===== src/sccc_pkg.sv =====
// Shared constants, state codes and result type for the snooping cache controller.
package sccc_pkg;
   localparam int Sets = 256;
   localparam int Ways = 8;
   localparam int BlockBytes = 64;
   localparam int AddrBits = 32;
   localparam int OffBits = $clog2(BlockBytes);
   localparam int SetBits = $clog2(Sets);
   localparam int WayBits = (Ways > 1) ? $clog2(Ways) : 1;
   localparam int TagBits = AddrBits - OffBits - SetBits;
   localparam int AgeBits = WayBits;

   localparam logic [2:0] ST_I  = 3'd0;
   localparam logic [2:0] ST_S  = 3'd1;
   localparam logic [2:0] ST_E  = 3'd2;
   localparam logic [2:0] ST_M  = 3'd3;
   localparam logic [2:0] ST_SC = 3'd4;
   localparam logic [2:0] ST_SM = 3'd5;

   localparam logic [2:0] OP_PR_RD  = 3'd0;
   localparam logic [2:0] OP_PR_WR  = 3'd1;
   localparam logic [2:0] OP_SN_RD  = 3'd2;
   localparam logic [2:0] OP_SN_RDX = 3'd3;
   localparam logic [2:0] OP_SN_UPD = 3'd4;

   localparam logic [1:0] PROT_MSI    = 2'd0;
   localparam logic [1:0] PROT_MESI   = 2'd1;
   localparam logic [1:0] PROT_DRAGON = 2'd2;

   localparam logic [1:0] BUS_NONE = 2'd0;
   localparam logic [1:0] BUS_RD   = 2'd1;
   localparam logic [1:0] BUS_RDX  = 2'd2;
   localparam logic [1:0] BUS_UPD  = 2'd3;

   // One way of a set as held in the set memory.
   typedef struct packed {
      logic [TagBits-1:0] tag;
      logic [2:0]         st;
      logic [AgeBits-1:0] age;
   } way_type;

   typedef way_type [Ways-1:0] set_type;

   typedef struct packed {
      logic       hit;
      logic [2:0] line_state;
      logic [1:0] bus_request;
      logic       victim_writeback;
      logic       snoop_flush;
      logic       intervention;
      logic       invalidated;
      logic       cache_transfer;
      logic [1:0] memory_transactions;
   } rsp_type;
endpackage


===== src/sccc_update.sv =====
// Lookup, victim choice, protocol transitions and age update for one set.
module sccc_update import sccc_pkg::*; (
   input  logic [1:0]         protocol,
   input  logic [2:0]         op,
   input  logic [TagBits-1:0] tag,
   input  logic               shared,
   input  logic               flushed,
   input  set_type            set_in,
   output set_type            set_out,
   output logic               wr_en,
   output rsp_type            rsp
);
   logic [WayBits-1:0] hway, vway, iway, lway, uway;
   logic               hit, anyinv, touch;
   logic [2:0]         st, vst;
   logic [AgeBits-1:0] best, old;
   logic [1:0]         mem;
   logic               wr, rd;

   always_comb begin
      hit = 1'b0; hway = '0; anyinv = 1'b0; iway = '0; lway = '0; best = '0;
      old = '0;
      for (int w = Ways - 1; w >= 0; w--) begin
         if (set_in[w].st != ST_I && set_in[w].tag == tag) begin
            hit = 1'b1; hway = WayBits'(w);
         end
         if (set_in[w].st == ST_I) begin
            anyinv = 1'b1; iway = WayBits'(w);
         end
      end
      // Largest age, last way on ties.
      for (int w = 0; w < Ways; w++) begin
         if (w == 0 || set_in[w].age >= best) begin
            lway = WayBits'(w); best = set_in[w].age;
         end
      end
      vway = anyinv ? iway : lway;
      vst = set_in[vway].st;

      rsp = '0; set_out = set_in; wr_en = 1'b0; touch = 1'b0;
      wr = (op == OP_PR_WR); rd = (op == OP_SN_RD);
      st = hit ? set_in[hway].st : ST_I;
      uway = hit ? hway : vway;
      mem = 2'd0;
      rsp.hit = hit;

      if (op > OP_SN_UPD) begin
         rsp = '0; st = ST_I;
      end else if (protocol > PROT_DRAGON) begin
         // Lookup only.
      end else if (op <= OP_PR_WR) begin
         wr_en = 1'b1; touch = 1'b1;
         if (!hit) begin
            if (vst == ST_M || vst == ST_SM) begin
               rsp.victim_writeback = 1'b1; mem = mem + 2'd1;
            end
            set_out[vway].tag = tag;
            if (protocol == PROT_MSI) begin
               rsp.bus_request = wr ? BUS_RDX : BUS_RD;
               st = wr ? ST_M : ST_S;
               mem = mem + 2'd1;
            end else if (protocol == PROT_MESI) begin
               rsp.bus_request = wr ? BUS_RDX : BUS_RD;
               st = wr ? ST_M : (shared ? ST_S : ST_E);
               if (flushed) rsp.cache_transfer = 1'b1;
               else mem = mem + 2'd1;
            end else begin
               rsp.bus_request = (wr && shared) ? BUS_UPD : BUS_RD;
               if (wr) st = shared ? ST_SM : ST_M;
               else st = shared ? ST_SC : ST_E;
               mem = mem + 2'd1;
            end
         end else if (wr) begin
            if (protocol == PROT_MSI) begin
               if (st == ST_S) begin
                  rsp.bus_request = BUS_RDX; mem = mem + 2'd1;
               end
               st = ST_M;
            end else if (protocol == PROT_MESI) begin
               if (st == ST_S) rsp.bus_request = BUS_UPD;
               st = ST_M;
            end else if (st == ST_SM || st == ST_SC) begin
               rsp.bus_request = BUS_UPD;
               st = shared ? ST_SM : ST_M;
            end else begin
               st = ST_M;
            end
         end
         set_out[uway].st = st;
      end else if (hit) begin
         wr_en = 1'b1;
         if (protocol == PROT_MSI) begin
            if (st == ST_M) begin
               rsp.snoop_flush = 1'b1; mem = mem + 2'd1; rsp.intervention = rd;
            end
            if (rd) st = ST_S;
            else begin
               st = ST_I; rsp.invalidated = 1'b1;
            end
         end else if (protocol == PROT_MESI) begin
            if (st == ST_M) begin
               rsp.snoop_flush = 1'b1; mem = mem + 2'd1; rsp.intervention = rd;
            end else if (st == ST_E) begin
               rsp.snoop_flush = 1'b1; rsp.intervention = rd;
            end else if (st == ST_S) begin
               rsp.snoop_flush = (op != OP_SN_UPD);
            end
            if (rd) st = ST_S;
            else begin
               st = ST_I; rsp.invalidated = 1'b1;
            end
         end else begin
            if (st == ST_M) begin
               st = ST_SM; rsp.intervention = 1'b1; rsp.snoop_flush = 1'b1;
            end else if (st == ST_E) begin
               st = ST_SC; rsp.intervention = 1'b1;
            end else if (st == ST_SM) begin
               if (op == OP_SN_UPD) st = ST_SC;
               else rsp.snoop_flush = 1'b1;
            end
         end
         set_out[hway].st = st;
      end

      // Age order update for the touched way.
      if (touch) begin
         old = set_in[uway].age;
         for (int w = 0; w < Ways; w++) begin
            if (WayBits'(w) != uway && set_in[w].age <= old &&
                set_in[w].age < AgeBits'(Ways - 1)) begin
               set_out[w].age = set_in[w].age + 1'b1;
            end
         end
         set_out[uway].age = '0;
      end

      rsp.line_state = st;
      rsp.memory_transactions = mem;
   end
endmodule


===== config.mk =====
export PLATFORM = sky130hd
export DESIGN_NAME = sccc_update
export DESIGN_NICKNAME = d
export VERILOG_FILES = /design/src/sccc_pkg.sv /design/src/sccc_update.sv
export SDC_FILE = /design/constraint.sdc
export NUM_CORES = 1
export LEC_CHECK = 0
export BUFFER_PORTS_ARGS = -buffer_cell sky130_fd_sc_hd__clkbuf_2
export CORE_UTILIZATION = 26
export DETAILED_ROUTE_END_ITERATION = 6
export SETUP_SLACK_MARGIN = 0.15
export SLEW_MARGIN = 0
export SYNTH_ARGS = -nofsm -noshare
export SYNTH_HDL_FRONTEND = slang
export SYNTH_SLANG_ARGS = --single-unit

===== constraint.sdc =====
create_clock -name vclk -period 19
set_input_delay 3.8 -clock vclk [all_inputs]
set_output_delay 3.8 -clock vclk [all_outputs]
set_load 0.02 [all_outputs]

==> results of run 1 <==
-- through the flow --
| step | instance area [sq um] | instances |
|---|---|---|
| 6_report | 11500 | 1990 |
| 5_1_grt | 11500 | 1985 |
| 4_1_cts | 11200 | 1973 |
| 3_5_place_dp | 11100 | 1972 |
| 3_3_place_gp | 11100 | 1972 |
| 2_1_floorplan | 8350 | 1160 |
-- where the power goes --
group | internal [mW] | total (mW) | switching (mW)
Clock | 0.0000000352 | 0.0000000353 | 0
Combinational | 0.218 | 0.524 | 0.305
Sequential | 0 | 0 | 0
Total | 0.218 | 0.524 | 0.305
-- cells in the final DEF (no fill, tap or decap), types with 6 or more instances in the layout --
master	instances
mux2_2	150
xor2_1	81
o211ai_1	27
a21oi_2	7
nor3_1	33
nand2b_1	15
o21ai_1	10
o21ai_0	40
or2_2	8
nor4_1	26
buf_4	84
nand2_1	97
a31oi_1	10
o31ai_1	8
nand4_1	32
o22ai_1	13
clkbuf_2	411
and2_1	7
a21oi_1	56
or3_1	11
nand3_1	35
inv_1	34
ha_1	34
nor2_1	92
mux2i_1	11
nor3_2	6
xnor2_1	68
-- critical path, delay by kind of cell --
| family | cells | cell delay, ns |
|---|---|---|
| adders and majority gates | 10 | 2.87 |
| buffers and inverters | 9 | 1.20 |
| muxes | 1 | 0.24 |
| and+or+nand+nor | 18 | 2.58 |
| AOI/OAI and AO/OA | 25 | 3.78 |
-- metal layers --
metal	up-vias	GRT usage (%)	wire length, microns
met1	5412	30.7	18100
li1	5181	-	-
met3	68	5.99	3820
met2	542	50.0	24000
met4	6	6.20	1240
met5	-	0	38
-- kinds of logic (layout without fill, tap and decap cells) --
logic type	Yosys count	in the layout	share of synthesized area, %
AOI/OAI and AO/OA	270	270	23.6
xor gates and xnor gates	149	149	15.6
adders and majority gates	41	41	6.07
buffers and inverters	116	539	6.01
muxes	166	166	22.5
other	0	5	0
and+or+nand+nor	418	418	26.2
-- area by class of cell --
cell class / instances / share of cell area, %
tap: 402 / 4.39
timing repair buffer: 502 / 24.0
multi-input combinational: 1044 / 70.3
antenna: 5 / 0.109
inverter: 37 / 1.23
-- worst paths after layout --
kind | to | cells after the start | slack, ns | start
setup / recovery | set_out[50] | 63 | 0.75 | set_in[2]
hold / removal | rsp[2] | 3 | 7.97 | flushed
-- repair_timing --
action / CTS / global route
setup buffers: 1 / 12
endpoints found under the setup margin: 22 / 108
resized for setup: 7 / 61
gates cloned: 0 / 0
hold buffers: 0 / 0
pin swaps: 2 / 34
==> impl_metrics.py, run 1 <==
metrics = {
    "power_and_ir_drop": {
        "power_per_cell_area_nw_per_um2": 45.7,
        "leakage_nw": 5.11,
        "power_mw": 0.524,
        "ir_drop_v": 0.0000337,
    },
    "synthesis": {
        "synthTopCellsByCount": "151 x mux2_2, 101 x nand2_1, 93 x nor2_1, 81 x xor2_1, 68 x xnor2_1",
        "syn_avg_cell_area_sq_um": 7.20,
        "post-synth-top-count-cell": "mux2_2",
        "syn_inst": 1160,
        "ys_warn_count": 0,
        "seq_area_frac_synth_pct": 0,
        "synth_top_cell_by_area": "mux2_2",
        "syn_area_sq_um": 8350,
        "synth_top_area_share_pct": 20.4,
        "ys_top_cells_by_area": "mux2_2 20%, xor2_1 8.5%, xnor2_1 7.1%",
        "syn-num-nets": 1415,
        "synthDistinctLibCells": 100,
    },
    "drt": {
        "num_vias": 11200,
        "drc_errors": 0,
        "drtIter0Drc": 958,
        "routed_via_density": 5.63,
        "wirelength_microns": 47200,
        "antenna_left": 0,
        "first_pass_iters": 5,
        "routedWlPerCell_microns": 23.7,
    },
    "place": {
        "place.gp.congestion": 0.994,
        "pre_cts_ws_ns": -0.0505,
        "place_hpwl_microns": 39500,
        "port_buffers": 423,
    },
    "cells_and_area": {
        "multi_input_area_sq_um": 8060,
        "regArea_sq_um": 0,
        "utilization_pct": 36.3,
        "layout-drive-gt1-share_pct": 47.0,
        "syn2layout_area_growth_pct": 37.4,
        "nets": 1840,
        "seq_cell_count": 0,
        "nFillCells": 3450,
        "clkbuf_count": 0,
    },
    "critical_path": {
        "cp_max_fo": 9,
        "path_class": "input port to output pin",
        "cp_slowest_cell": "or4_1",
        "worstPathRequired_ns": 15.20,
        "worstPathArrival_ns": 14.45,
        "endpoint_kind": "output pin",
        "startpoint_type": "input port",
        "max_stage_delay_ns": 0.54,
    },
    "timing": {
        "hold_viol": 0,
        "tns_ns": 0,
        "hold_slack_ns": 7.97,
        "final.setup.worst_slack_ns": 0.746,
        "final.period_utilization_pct": 96.1,
        "maxSlewViolCount": 0,
        "post-route-min-period_ns": 18.25,
        "setup_viol_count_final": 0,
        "slew_headroom_pct": 29.1,
        "worst_pin_slew_ns": 1.05,
        "max_freq_mhz": 54.8,
        "rsz0062_at_grt": "no",
    },
    "global_routing": {
        "grt_pass1_vias": 10600,
        "grt_overflow": 0,
        "grt_antenna_before_repair": 9,
        "grt_start_max_net_pins": 34,
        "gr-usage-all-layers_pct": 26.8,
        "grt_pass1_wl_microns": 67100,
    },
    "die": {
        "rows": 65,
        "core_area_sq_um": 31600,
        "die_area_sq_um": 32800,
        "die_y_microns": 181,
        "chipWidth_microns": 181,
        "ios": 423,
        "initial_core_util_pct": 26.5,
    },
    "worst_hold_path": {
        "min_path_type": "input port to output pin",
    },
    "status": {
        "outcome": "completed",
    },
    "job": {
        "drv_cap": 0,
    },
}
No activity file was read; power rests on OpenSTA's default activity.
==> run 2, diff against run 1 <==
==> constraint.sdc (replaced) <==
create_clock -name vclk -period 19
set_input_delay 2.85 -clock vclk [all_inputs]
set_output_delay 2.85 -clock vclk [all_outputs]
set_load 0.005 [all_outputs]
==> run 2 against run 1 <==
Effect of this change:
- combinational power decreased by 20%
- worst setup slack improved by 0.39 ns
- sequential share of layout area unchanged
- die area unchanged
- worst hold slack got worse by 1.9 ns
- non-clock buffer count decreased by 66
- power decreased by 20%
- sequential cell count unchanged
- global-route usage increased by 1.1 points
- design area decreased by 6.2%
- wire length increased by 2.1%
- cell count decreased by 3.5%
- critical path type unchanged
==> impl_metrics.py, run 2 (synthesis results as in run 1) <==
metrics = {
    "status": {
        "outcome": "completed",
    },
    "place": {
        "pre_cts_ws_ns": 0.797,
        "port_buffers": 423,
        "dp.cells": 1919,
        "placed_area_sq_um": 10700,
        "place.gp.congestion": 0.942,
        "place_hpwl_microns": 40300,
    },
    "timing": {
        "hold_viol": 0,
        "final.period_utilization_pct": 94.0,
        "tns_ns": 0,
        "final.setup.worst_slack_ns": 1.14,
        "hold_slack_ns": 6.03,
        "rsz0062_at_grt": "no",
        "setup_viol_count_final": 0,
        "worst_pin_slew_ns": 0.965,
        "post-route-min-period_ns": 17.86,
        "maxSlewViolCount": 0,
        "slew_headroom_pct": 35.2,
        "max_freq_mhz": 56.0,
    },
    "power_and_ir_drop": {
        "power_mw": 0.418,
        "leakage_nw": 4.75,
        "ir_drop_v": 0.0000185,
        "power_per_cell_area_nw_per_um2": 38.8,
    },
    "clocking": {
        "postCtsSetupBuffers": 0,
        "post_cts_resized": 0,
        "cts_hold_buffers": 0,
    },
    "cells_and_area": {
        "syn2layout_area_growth_pct": 28.9,
        "nets": 1774,
        "seq_cell_count": 0,
        "clkbuf_count": 0,
        "utilization_pct": 34.1,
        "fin_area_sq_um": 10800,
        "layout_commonest_cell": "clkbuf_2",
        "layout_common_cells": "423 x clkbuf_2, 151 x mux2_2, 101 x nand2_1, 92 x nor2_1, 81 x xor2_1",
        "layout-drive-gt1-share_pct": 42.7,
        "instances_no_fill": 1921,
        "regArea_sq_um": 0,
    },
    "die": {
        "die_area_sq_um": 32800,
        "chipWidth_microns": 181,
        "initial_core_util_pct": 26.5,
        "rows": 65,
        "ios": 423,
        "core_area_sq_um": 31600,
        "die_y_microns": 181,
    },
    "drt": {
        "wirelength_microns": 48200,
        "topRoutingLayerUsed": "met5",
        "routedWlPerCell_microns": 25.1,
        "drc_errors": 0,
        "drtIter0Drc": 896,
        "routed_via_density": 5.75,
        "wl_met2_microns": 23100,
        "antenna_left": 0,
        "num_vias": 11000,
        "drt-met1-wl_microns": 19000,
        "wl_met3_microns": 3900,
        "first_pass_iters": 5,
    },
    "critical_path": {
        "crit_top_cell": "ha_1",
        "cp_max_fo": 14,
        "crit_path_start": "set_in[2]",
        "cp_slowest_cell": "maj3_1",
        "endpoint_kind": "output pin",
        "max_stage_delay_ns": 0.42,
        "startpoint_type": "input port",
        "worstPathArrival_ns": 15.01,
        "path_class": "input port to output pin",
        "worstPathRequired_ns": 16.15,
    },
    "global_routing": {
        "grt_antenna_before_repair": 7,
        "gr-usage-all-layers_pct": 27.9,
        "grt_overflow": 0,
        "grt_pass1_vias": 10800,
        "grt_start_max_net_pins": 27,
        "grt_pass1_wl_microns": 69900,
    },
    "worst_hold_path": {
        "min_path_type": "input port to output pin",
        "hold_start": "set_in[108]",
    },
    "job": {
        "drv_cap": 0,
    },
}
==> run 2: cell types whose count changed in the layout (fill, tap and decap cells not counted), sizes merged <==
cell    delta
diode      -3
clkbuf    +12
buf       -78
==> run 2: where the power goes <==
| group | internal, mW | switching (mW) | leakage [nW] | total, mW |
|---|---|---|---|---|
| Sequential | 0 | 0 | 0 | 0 |
| Clock | 0.0000000141 | 0 | 0.0000127 | 0.0000000141 |
| Combinational | 0.169 | 0.249 | 4.75 | 0.418 |
| Total | 0.169 | 0.249 | 4.75 | 0.418 |
==> run 2: worst paths after layout <==
path                       end  cells past startpoint
setup / recovery   set_out[74]                     65
hold / removal    set_out[108]                      3
==> run 2: worst max-delay path, delay by kind of cell <==
family,cells,cell delay (ns)
AOI/OAI and AO/OA,29,5.33
adders and majority gates,11,3.42
muxes,1,0.28
and+or+nand+nor,18,2.18
buffers and inverters,6,0.95
==> run 2: area by class of cell <==
class,count,area (sq um)
Antenna cell,2,5.00
Inverter,37,139
Tap cell,402,503
Multi-Input combinational cell,1044,7890
Timing Repair Buffer,436,2210
Fill cell,3520,20800
==> run 2: routing by layer <==
| layer | track usage [%] | vias up |
|---|---|---|
| met3 | 5.54 | 99 |
| li1 | - | 5065 |
| met4 | 10.6 | 8 |
| met1 | 33.4 | 5300 |
| met2 | 48.8 | 575 |
| met5 | 0 | - |
==> run 3, diff against run 2 <==
--- a/config.mk
+++ b/config.mk
@@ -8,6 +8,7 @@
 export BUFFER_PORTS_ARGS = -buffer_cell sky130_fd_sc_hd__clkbuf_2
 export CORE_UTILIZATION = 26
 export DETAILED_ROUTE_END_ITERATION = 6
+export PLACE_DENSITY = 0.52
 export SETUP_SLACK_MARGIN = 0.15
 export SLEW_MARGIN = 0
 export SYNTH_ARGS = -nofsm -noshare
==> run 3 against run 2 <==
Effect of this change:
- cell count about the same
- worst hold slack lost 0.0072 ns
- wire length decreased by 5.5%
- critical path depth unchanged
- combinational power fell by 2%
- via count shrank 2.2%
- clock-buffer cell count unchanged
- utilization barely moved
- critical endpoint is now set_out[168]
==> impl_metrics.py, run 3 (synthesis results as in run 1) <==
metrics = {
    "die": {
        "core_area_sq_um": 31600,
        "rows": 65,
        "ios": 423,
        "die_y_microns": 181,
        "initial_core_util_pct": 26.5,
        "die_area_sq_um": 32800,
        "chipWidth_microns": 181,
    },
    "power_and_ir_drop": {
        "power_per_cell_area_nw_per_um2": 38.2,
        "power_mw": 0.411,
        "ir_drop_v": 0.0000207,
        "leakage_nw": 4.76,
    },
    "critical_path": {
        "endpoint_kind": "output pin",
        "max_stage_delay_ns": 0.43,
        "startpoint_type": "input port",
        "path_class": "input port to output pin",
        "cp_slowest_cell": "maj3_1",
        "worstPathArrival_ns": 15.02,
        "crit_top_cell": "ha_1",
        "worstPathRequired_ns": 16.15,
        "cp_max_fo": 20,
    },
    "cells_and_area": {
        "nets": 1776,
        "layout_commonest_cell": "clkbuf_2",
        "layout-drive-gt1-share_pct": 42.7,
        "layout_common_cells": "423 x clkbuf_2, 151 x mux2_2, 101 x nand2_1, 93 x nor2_1, 81 x xor2_1",
        "regArea_sq_um": 0,
        "seq_cell_count": 0,
        "nFillCells": 3527,
        "clkbuf_count": 0,
        "syn2layout_area_growth_pct": 29.0,
        "multi_input_area_sq_um": 7890,
    },
    "job": {
        "drv_cap": 0,
    },
    "global_routing": {
        "grt_antenna_before_repair": 4,
        "grt_pass1_wl_microns": 65500,
        "grt_overflow": 0,
        "grt_pass1_vias": 10400,
        "grt_start_max_net_pins": 36,
        "gr-usage-all-layers_pct": 26.0,
    },
    "clocking": {
        "post_cts_resized": 0,
        "postCtsSetupBuffers": 0,
        "cts_hold_buffers": 0,
    },
    "timing": {
        "setup_viol_count_final": 0,
        "slew_headroom_pct": 25.5,
        "hold_viol": 0,
        "final.period_utilization_pct": 94.0,
        "maxSlewViolCount": 0,
        "rsz0062_at_grt": "no",
        "post-route-min-period_ns": 17.87,
        "max_freq_mhz": 56.0,
        "worst_pin_slew_ns": 1.11,
        "tns_ns": 0,
    },
    "place": {
        "place_hpwl_microns": 38100,
        "port_buffers": 423,
        "place.gp.congestion": 0.912,
    },
    "drt": {
        "routedWlPerCell_microns": 23.7,
        "drtIter0Drc": 752,
        "routed_via_density": 5.62,
        "wirelength_microns": 45500,
        "antenna_left": 0,
        "drc_errors": 0,
        "num_vias": 10800,
        "first_pass_iters": 5,
    },
    "status": {
        "outcome": "completed",
    },
    "worst_hold_path": {
        "min_path_type": "input port to output pin",
        "min_path_cells": 3,
    },
}
run 3: changes by cell type in the layout (fill, tap and decap cells not counted):
| cell | delta |
|---|---|
| nor2_1 | +1 |
| a21oi_2 | -1 |
| o31ai_2 | +1 |
| nor2_2 | -1 |
| o31ai_4 | -1 |
| o21ai_0 | -1 |
| diode_2 | -1 |
| buf_4 | +2 |
| o21ai_1 | +1 |
| a21oi_4 | +1 |
run 3: through the flow:
step                setup WS, ns  utilization, %  std cells  cell area [sq um]  hold WS, ns
floorplan                   2.12               -       1160               8350         5.81
global placement            1.07            34.0       1921              10700         6.03
detailed placement         0.755            34.0       1921              10700         6.03
CTS                        0.716            34.0       1921              10700         6.03
global route               0.162            34.1       1921              10800         6.05
finish                      1.13            34.1       1922              10800         6.02
run 3: metal layers:
metal / share of wire (%) / track usage [%]
met1: 39 / 30.6
met2: 50 / 46.5
met3: 8.1 / 5.56
met4: 3.6 / 8.78
met5: 0.057 / 0
run 3: area by class of cell:
type / instances / area share, %
tap: 402 / 4.67
timing repair buffer: 438 / 20.7
inverter: 37 / 1.29
antenna: 1 / 0.0232
multi-input combinational: 1044 / 73.3
run 3: worst paths after layout:
| check | startpoint | end | slack [ns] |
|---|---|---|---|
| max | set_in[2] | set_out[168] | 1.13 |
| min | flushed | rsp[2] | 6.02 |
run 3: critical path: cells and delay by family:
| kind | cells | cell delay (ns) |
|---|---|---|
| AOI/OAI and AO/OA | 28 | 4.87 |
| adders and majority gates | 11 | 3.35 |
| and+or+nand+nor | 17 | 2.10 |
| buffers and inverters | 6 | 0.97 |
| muxes | 3 | 0.84 |
run 3: power by group:
part / total [mW] / internal, mW / switching, mW
registers: 0 / 0 / 0
logic: 0.411 / 0.169 / 0.243
clock network: 0.00000000704 / 0.00000000704 / 0
total: 0.411 / 0.169 / 0.243
